==> src/rtl/cordic_pkg.sv <==
// cordic_pkg: shared types and constants for the cordic sine/cosine pipeline
// holds the per-stage word type, the gain, the arctangent table and csr codes
// no dependencies
package cordic_pkg;

   localparam int DATA_W  = 16;
   localparam int STEPS_W = 5;
   localparam int SHIFT_W = 4;

   // cordic gain 0.607252935 in q15
   localparam logic signed [DATA_W-1:0] GAIN_Q15 = 16'sd19898;

   // csr register word index and reset value
   localparam logic REG_ITERATION_COUNT = 1'b0;
   localparam logic [STEPS_W-1:0] ITERATION_COUNT_RESET = 5'd16;

   typedef struct packed {
      logic signed [DATA_W-1:0] x;
      logic signed [DATA_W-1:0] y;
      logic signed [DATA_W-1:0] z;
      logic [STEPS_W-1:0]       steps;
   } cordic_word_type;

   // round(atan(2^-i) * 4096)
   function automatic logic signed [DATA_W-1:0] cordic_atan(input logic [SHIFT_W-1:0] idx);
      logic signed [DATA_W-1:0] val;
      case (idx)
         4'd0:    val = 16'sd3217;
         4'd1:    val = 16'sd1899;
         4'd2:    val = 16'sd1003;
         4'd3:    val = 16'sd509;
         4'd4:    val = 16'sd256;
         4'd5:    val = 16'sd128;
         4'd6:    val = 16'sd64;
         4'd7:    val = 16'sd32;
         4'd8:    val = 16'sd16;
         4'd9:    val = 16'sd8;
         4'd10:   val = 16'sd4;
         4'd11:   val = 16'sd2;
         4'd12:   val = 16'sd1;
         default: val = 16'sd0;
      endcase
      return val;
   endfunction

endpackage

==> src/rtl/cordic_stage.sv <==
// cordic_stage: one registered micro-rotation of the cordic pipeline
// a stage with its own valid bit, filling bubbles as the next stage stalls
// depends on cordic_pkg
module cordic_stage import cordic_pkg::*; #(
   parameter int STAGE = 0
) (
   input  logic            clock,
   input  logic            reset,
   input  logic            in_valid,
   output logic            in_ready,
   input  cordic_word_type in_word,
   output logic            out_valid,
   input  logic            out_ready,
   output cordic_word_type out_word
);

   localparam logic [SHIFT_W-1:0] SHIFT     = SHIFT_W'(STAGE);
   localparam logic [STEPS_W-1:0] STAGE_IDX = STEPS_W'(STAGE);
   localparam logic signed [DATA_W-1:0] ATAN = cordic_atan(SHIFT);

   logic            valid_ff;
   logic            valid_in;
   cordic_word_type word_ff;
   cordic_word_type word_in;
   logic signed [DATA_W-1:0] x_shift;
   logic signed [DATA_W-1:0] y_shift;

   assign in_ready  = !valid_ff || out_ready;
   assign valid_in  = in_ready ? in_valid : valid_ff;
   assign out_valid = valid_ff;
   assign out_word  = word_ff;

   assign x_shift = in_word.x >>> SHIFT;
   assign y_shift = in_word.y >>> SHIFT;

   always_comb begin
      word_in = in_word;
      // rotation only while this stage is within the word's step count
      if (in_word.steps > STAGE_IDX) begin
         if (!in_word.z[DATA_W-1]) begin
            word_in.x = in_word.x - y_shift;
            word_in.y = in_word.y + x_shift;
            word_in.z = in_word.z - ATAN;
         end else begin
            word_in.x = in_word.x + y_shift;
            word_in.y = in_word.y - x_shift;
            word_in.z = in_word.z + ATAN;
         end
      end
   end

   always_ff @(posedge clock) begin
      if (reset) begin
         valid_ff <= 1'b0;
      end else begin
         valid_ff <= valid_in;
      end
   end

   always_ff @(posedge clock) begin
      if (in_ready && in_valid) begin
         word_ff <= word_in;
      end
   end

endmodule

==> src/rtl/cordic_sine_cosine.sv <==
// cordic_sine_cosine: rotation-mode cordic sine and cosine, one stage per step
// top level with the csr port and the chain of cordic_stage instances
// depends on cordic_pkg and cordic_stage
//
//   channel   dir   handshake            payload
//   req_      in    tvalid/tready        tdata[15:0] angle, q3.12
//   rsp_      out   tvalid/tready        tdata[15:0] cosine, tdata[31:16] sine, q15
//   csr_      in    apb, pready tied 1   iteration_count at byte address 0
//
// one angle per cycle sustained while rsp_ is not stalled; one register stage
// per micro-rotation, the last stage being the output register.
// reset is synchronous, clears all stage valid bits and sets iteration_count
// to 16. a stall at rsp_ holds the last stage; earlier stages keep filling
// bubbles until the whole chain is full, then req_tready drops.
module cordic_sine_cosine import cordic_pkg::*; #(
   parameter int MAX_STEPS = 16
) (
   input  logic        clock,
   input  logic        reset,
   input  logic        req_tvalid,
   output logic        req_tready,
   input  logic [15:0] req_tdata,     // [15:0] angle
   output logic        rsp_tvalid,
   input  logic        rsp_tready,
   output logic [31:0] rsp_tdata,     // [15:0] cosine, [31:16] sine
   input  logic        csr_psel,
   input  logic        csr_penable,
   input  logic        csr_pwrite,
   input  logic [2:0]  csr_paddr,
   input  logic [31:0] csr_pwdata,
   output logic [31:0] csr_prdata,
   output logic        csr_pready
);

   logic [STEPS_W-1:0] iteration_count_ff;
   logic [STEPS_W-1:0] iteration_count_in;
   logic               csr_write;

   logic            valid_chain [MAX_STEPS+1];
   logic            ready_chain [MAX_STEPS+1];
   cordic_word_type word_chain  [MAX_STEPS+1];

   // csr
   assign csr_pready = 1'b1;
   assign csr_write  = csr_psel && csr_penable && csr_pwrite && csr_pready
                       && (csr_paddr[2] == REG_ITERATION_COUNT);
   assign iteration_count_in = csr_write ? csr_pwdata[STEPS_W-1:0] : iteration_count_ff;
   assign csr_prdata = (csr_paddr[2] == REG_ITERATION_COUNT)
                       ? {{(32-STEPS_W){1'b0}}, iteration_count_ff} : 32'd0;

   always_ff @(posedge clock) begin
      if (reset) begin
         iteration_count_ff <= ITERATION_COUNT_RESET;
      end else begin
         iteration_count_ff <= iteration_count_in;
      end
   end

   // entry word: x at the gain, y at zero, z at the angle
   assign valid_chain[0]      = req_tvalid;
   assign req_tready          = ready_chain[0];
   assign word_chain[0].x     = GAIN_Q15;
   assign word_chain[0].y     = '0;
   assign word_chain[0].z     = req_tdata;
   assign word_chain[0].steps = iteration_count_ff;

   for (genvar i = 0; i < MAX_STEPS; i++) begin : g_stage
      cordic_stage #(
         .STAGE(i)
      ) u_stage (
         .clock    (clock),
         .reset    (reset),
         .in_valid (valid_chain[i]),
         .in_ready (ready_chain[i]),
         .in_word  (word_chain[i]),
         .out_valid(valid_chain[i+1]),
         .out_ready(ready_chain[i+1]),
         .out_word (word_chain[i+1])
      );
   end

   assign rsp_tvalid            = valid_chain[MAX_STEPS];
   assign ready_chain[MAX_STEPS] = rsp_tready;
   assign rsp_tdata             = {word_chain[MAX_STEPS].y, word_chain[MAX_STEPS].x};

   // the entry stage can only refuse a word while it holds one
   assert property (@(posedge clock) disable iff (reset)
      !req_tready |-> valid_chain[1])
      else $error("req_tready low with an empty entry stage");

   // a word with no rotations leaves at the gain with zero sine
   assert property (@(posedge clock) disable iff (reset)
      rsp_tvalid && (word_chain[MAX_STEPS].steps == '0)
      |-> (rsp_tdata[15:0] == GAIN_Q15) && (rsp_tdata[31:16] == 16'd0))
      else $error("zero-step word did not pass through unrotated");

   // a register write lands in iteration_count
   assert property (@(posedge clock) disable iff (reset)
      csr_write |=> iteration_count_ff == $past(csr_pwdata[STEPS_W-1:0]))
      else $error("iteration_count write lost");

endmodule

==> config.mk <==
export PLATFORM = sky130hd
export DESIGN_NAME = cordic_sine_cosine
export DESIGN_NICKNAME = d
export VERILOG_FILES = /design/src/rtl/cordic_pkg.sv /design/src/rtl/cordic_stage.sv /design/src/rtl/cordic_sine_cosine.sv
export SDC_FILE = /design/constraint.sdc
export NUM_CORES = 2
export LEC_CHECK = 0
export ABC_AREA = 1
export BUFFER_PORTS_ARGS = -buffer_cell sky130_fd_sc_hd__buf_4
export CORE_ASPECT_RATIO = 1.2
export CORE_MARGIN = 1
export CORE_UTILIZATION = 60
export CTS_CLUSTER_DIAMETER = 150
export DETAILED_ROUTE_END_ITERATION = 8
export GPL_TIMING_DRIVEN = 0
export PLACE_DENSITY = 0.77
export SYNTH_ARGS = -nofsm -noshare
export SYNTH_HDL_FRONTEND = slang
export SYNTH_SLANG_ARGS = --single-unit
export TNS_END_PERCENT = 30
==> constraint.sdc <==
create_clock -name clock -period 4.3 [get_ports clock]
set_input_delay 0 -clock clock [delete_from_list [all_inputs] [get_ports clock]]
set_output_delay 0 -clock clock [all_outputs]
set_load 0.05 [all_outputs]
After elaboration in Yosys (flattened, before gate mapping)
Index checks and enable logic that the tools add are counted.

Register bits after elaboration: 847. Bits of input ports: 58. Output and inout port bits: 67. Logic and storage cells: 266.

Add/subtract/negate cells: 86. Order comparisons: 16. Multiplexer cells: 33. Bitwise gates (word level): 1. Reduce and logical (&&, ||, !) cells: 51.

Operators with widths (number): $mux 48 (30); $gt 5x4->1 const B (8); $add 16x1->16 (2); $add 16x10->16 (2); $add 16x10->16 const B (2); $add 16x11->16 (2); $add 16x12->16 (2); $add 16x13->16 (2); $add 16x14->16 (2); $add 16x15->16 (2); $add 16x2->16 (2); $add 16x3->16 (2); $add 16x4->16 (2); $add 16x5->16 (2); $add 16x6->16 (2); $add 16x7->16 (2); $add 16x8->16 (2); $add 16x9->16 (2); $mux 32 (1); $sub 16x1->16 (2); $sub 16x10->16 (2); $sub 16x10->16 const B (2); $sub 16x11->16 (2); $sub 16x12->16 (2); 42 further kinds (106).

Depth between registers and ports, before layout
Word-level depth: 18. Mapped depth: 23. Gate-level depth less buffers: 23.

Hierarchy
A second synthesis with hierarchy kept.

Cell total of the unflattened synthesis: 10880. Area, all modules: 78225.0 µm².

Modules (own cells, without submodules): cordic_stage (g_stage[0].u_stage) (instances 1, cells an instance 870, area each 5889.4 µm², seq. area each 1611.5 µm²); cordic_stage (g_stage[2].u_stage) (instances 1, cells an instance 766, area each 5396.4 µm², seq. area each 1611.5 µm²); cordic_stage (g_stage[1].u_stage) (instances 1, cells an instance 771, area each 5335.1 µm², seq. area each 1611.5 µm²); cordic_stage (g_stage[11].u_stage) (instances 1, cells an instance 780, area each 5263.8 µm², seq. area each 1611.5 µm²); cordic_stage (g_stage[3].u_stage) (instances 1, cells an instance 731, area each 5256.3 µm², seq. area each 1611.5 µm²); cordic_stage (g_stage[10].u_stage) (instances 1, cells an instance 767, area each 5153.7 µm², seq. area each 1611.5 µm²); cordic_stage (g_stage[9].u_stage) (instances 1, cells an instance 736, area each 5046.1 µm², seq. area each 1611.5 µm²); cordic_stage (g_stage[8].u_stage) (instances 1, cells an instance 725, area each 4993.5 µm², seq. area each 1611.5 µm²); cordic_stage (g_stage[7].u_stage) (instances 1, cells an instance 650, area each 4769.6 µm², seq. area each 1611.5 µm²); cordic_stage (g_stage[12].u_stage) (instances 1, cells an instance 611, area each 4708.3 µm², seq. area each 1611.5 µm²); cordic_stage (g_stage[6].u_stage) (instances 1, cells an instance 641, area each 4702.0 µm², seq. area each 1611.5 µm²); cordic_stage (g_stage[4].u_stage) (instances 1, cells an instance 629, area each 4692.0 µm², seq. area each 1611.5 µm²); cordic_stage (g_stage[5].u_stage) (instances 1, cells an instance 625, area each 4688.2 µm², seq. area each 1611.5 µm²); cordic_stage (g_stage[14].u_stage) (instances 1, cells an instance 510, area each 4017.6 µm², seq. area each 1611.5 µm²); 3 more rows.

Worst setup path before layout
Ideal clock, no wire load.

Path kind: flip-flop to flip-flop. Start point: reg g_stage[15].u_stage.valid_ff. End point: reg g_stage[8].u_stage.word_ff, in the netlist g_stage[8].u_stage.out_word[0] (enable). Library setup time: 496 ps. Data arrival time: 3501 ps. Required time: 3804 ps. Slack: 304 ps. Cell stages (with the launch flop): 6. Buffers on the path: 0. Period minus slack after synthesis: 3996 ps. Cell sequence: dfxtp_1 > nand4_4 > nor3_4 > inv_1 > nor2_1 > a31oi_1.

Cells in the longest elaborated chain, start to end: 10.

RTL lines: start: declaration (RTL line cordic_stage.sv:21) `logic valid_ff;`; start signal: assignment (RTL line cordic_stage.sv:56) `valid_ff <= valid_in;`; $logic_not 1->1 (RTL line cordic_stage.sv:28) `assign in_ready = !valid_ff || out_ready;`; $logic_or 1x1->1 (8 in series) (RTL line cordic_stage.sv:28); $logic_and 1x1->1 (RTL line cordic_stage.sv:61) `if (in_ready && in_valid) begin`; end signal: assignment (RTL line cordic_stage.sv:62) `word_ff <= word_in;`; end: declaration (RTL line cordic_stage.sv:23) `cordic_word_type word_ff;`.

No other way between the ends. A chain may end at the register's enable or synchronous reset.

==> impl_metrics.csv <==
group,metric,value,unit
route,drtIter0Drc,3842,
run_status,status,"completed",
clock_network,clock_path_buffers,3,
power,leakage,30.1,nW
place,numPortBuffers,66,
setup_path,worstPathRequired,4.74,ns
yosys,netlist_instances,7635,
sta,max_freq,247,MHz
yosys,ys_seq_area_frac,0.374,
setup_path,cp_max_fo,21,
route,wirelength_met1,65700,um
sta,max_slew_margin,0.207,
sta,maxSlewViolCount,0,
setup_path,arrival,4.49,ns
route,drcViolationCount,0,
yosys,synth_seq_cells,768,
global_routing,antenna_found_initial,0,
yosys,avgSynthCellArea,8.01,um2
yosys,synth-edff-count,747,
route,wl_per_cell,18.1,um
yosys,synth_top_cells_by_area,"edfxtp_1 (37%), ha_1 (13%), nand2_1 (12%), o21ai_0 (5.4%), inv_1 (5.0%)",
yosys,yosysMostFrequentCell,"nand2_1",
floorplan,core,100000,um2
cells_and_area,final_nets,8600,
place,dp_cells,9097,
floorplan,rows,127,
cells_and_area,drive_above_1_share,0.0500,
setup_path,critPathCaptureType,"flip-flop",
yosys,async_flop_share,0,
place,gp_congestion,0.971,
global_routing,grt_pass1_vias,51900,
power,peakVddDrop,0.000307,V
clock_network,root_buffer,"clkbuf_16",
clock_network,post_cts_buffers,0,
route,wirelength,168000,um
setup_path,startpoint_type,"flip-flop",
yosys,ys_top_cells_by_count,"nand2_1 (1922), inv_1 (817), edfxtp_1 (747), o21ai_0 (654), ha_1 (635)",
route,viasPerCell,5.78,
yosys,syn_area,61100,um2
cells_and_area,area_delta_synth_final,9.50,%
clock_network,cts.sinks,768,
sta,setup_viol,0,
floorplan,dieArea,103000,um2
sta,setup_ws,0.244,ns
job,cap_violations,0,
clock_network,cts_buffers,82,
cells_and_area,diodes,0,
yosys,yosysWarnings,0,
yosys,synth_ff_type,"edfxtp_1",
sta,finClkSkew,0.0248,ns
cells_and_area,stdcell_count,9287,
floorplan,die_h,352,um
route,wl_met3,7780,um
yosys,synth_top_area_frac,0.367,
power,power_density,275,nW/um2
route,antenna_left,0,
sta,hold_violations,0,
yosys,synth_top_area_cell,"edfxtp_1",
sta,whs,0.202,ns
place,post-dp-hpwl,133000,um
power,p_total,0.0184,W
place,pre_cts_ws,0.211,ns
sta,min_period,4.06,ns
sta,tightest_slew,1.19,ns
cells_and_area,fillCellCount,8608,
cells_and_area,final_util,0.666,
clock_network,cts_tree,"done",
setup_path,critPathKind,"flip-flop to flip-flop",
clock_network,clk_latency,0.67,ns
hold_path,hp-class,"primary input to flip-flop",
floorplan,initial_utilization,0.609,
clock_network,clkTransAtPathRegs,0.06,ns
sta,rsz0062_at_grt,"true",
global_routing,grt_overflow,0,
yosys,synthDistinctLibCells,66,
route,wl_met2,85500,um
floorplan,die_w,293,um
route,vias,53700,
global_routing,grt_start_max_net_pins,50,
sta,post-route-period-util,0.943,
route,drt_first_pass_iters,6,
global_routing,grt_pass1_wl,267000,um
route,highest_layer,"met4",
clock_network,htree_levels,3,
global_routing,grtUsageTotal,0.325,
floorplan,ios,125,
## metrics by stage
step,setup TNS (ns),cell area [um2]
3_3_place_gp,-67.53,63400
6_report,0,66900
4_1_cts,0,66900
5_1_grt,-0.219,66900
3_5_place_dp,0,63800
2_1_floorplan,0,61200
## power by group
group / internal, W / switching, W
clock network: 0.00423 / 0.00310
logic: 0.000961 / 0.00160
registers: 0.00839 / 0.000151
total: 0.0136 / 0.00485
## routing by layer
| metal | GRT usage | vias up |
|---|---|---|
| met4 | 0.175 | 0 |
| li1 | - | 26600 |
| met2 | 0.598 | 1578 |
| met1 | 0.369 | 25000 |
| met3 | 0.0330 | 478 |
| met5 | 0 | - |
## timing repair
action | CTS | global route
hold buffers | 38 | 0
setup endpoints to repair | 0 | 6
hold endpoints to repair | 39 | 0
resized for setup | 0 | 2
## cell type report
class | instances | area (um2) | share of cell area
well taps | 1354 | 1690 | 0.0253
clock buffers | 100 | 2170 | 0.0325
plain buffers | 178 | 796 | 0.0119
flip-flops and latches | 768 | 22900 | 0.341
repair buffers | 120 | 1190 | 0.0177
clock inverters | 52 | 588 | 0.00879
inverters | 830 | 3120 | 0.0465
multi-input cells | 5885 | 34500 | 0.516
## worst max-delay path: stages (launching register included)
cell,delay [ns]
edfxtp_1,0.42
inv_1,0.09
buf_2,0.22
clkdlybuf4s15_1,0.80
o21ai_0,0.34
fa_1,0.52
nand3_1,0.10
nand2_1,0.10
a21oi_1,0.36
nor2_1,0.08
o22ai_1,0.24
o21ai_0,0.17
nand2_1,0.08
nand2_1,0.05
o22ai_1,0.28
## path summary, 6_finish.rpt
kind                                                        end  slack (ns)                       startpoint  cells after the start
worst max-delay path            g_stage[9].u_stage.out_word[49]        0.24  g_stage[8].u_stage.out_word[20]                     14
worst min-delay path            g_stage[0].u_stage.out_word[13]        0.20                     req_tdata[8]                      4
worst max register to register  g_stage[9].u_stage.out_word[49]        0.24  g_stage[8].u_stage.out_word[20]                     14
worst min register to register   g_stage[9].u_stage.out_word[6]        0.42   g_stage[8].u_stage.out_word[6]                      0
## state kept, by name (all words and copies together), names as in the netlist
signal / count
g_stage.u_stage.out_valid: 16
g_stage.u_stage.out_word: 747
iteration_count_ff: 5
## cells by family (layout without fill, tap and decap cells)
family / after synthesis / count (layout) / synth area share
simple gates: 3156 / 3156 / 0.215
xor+xnor: 392 / 392 / 0.0562
fa+ha+maj: 677 / 677 / 0.144
other cells: 2 / 29 / 0.000123
mux: 2 / 2 / 0.000368
flops: 768 / 768 / 0.374
buf+inv: 1009 / 1280 / 0.0639
compound gates: 1629 / 1629 / 0.147
## cells in the final DEF, fill, tap and decap left out, types with 20 or more instances in the layout
master,netlist,routed
o22ai_1,30,30
ha_1,635,635
buf_4,28,95
dfxtp_1,21,21
dlygate4sd3_1,0,38
xor2_1,245,245
xnor2_1,147,147
edfxtp_1,747,747
nor3_1,69,69
o21bai_1,31,31
or2_2,89,89
a31oi_1,95,94
clkbuf_16,0,84
nand3_1,450,450
a21oi_1,579,579
a21o_1,50,50
nand4_1,63,63
o31ai_1,36,36
o211ai_1,20,20
inv_1,817,809
conb_1,2,29
o21ai_1,40,41
nand2_1,1922,1922
clkbuf_1,125,139
nor2_1,499,492
fa_1,42,42
o21ai_0,654,653
Note: power is estimated with default switching activity, not from simulation.
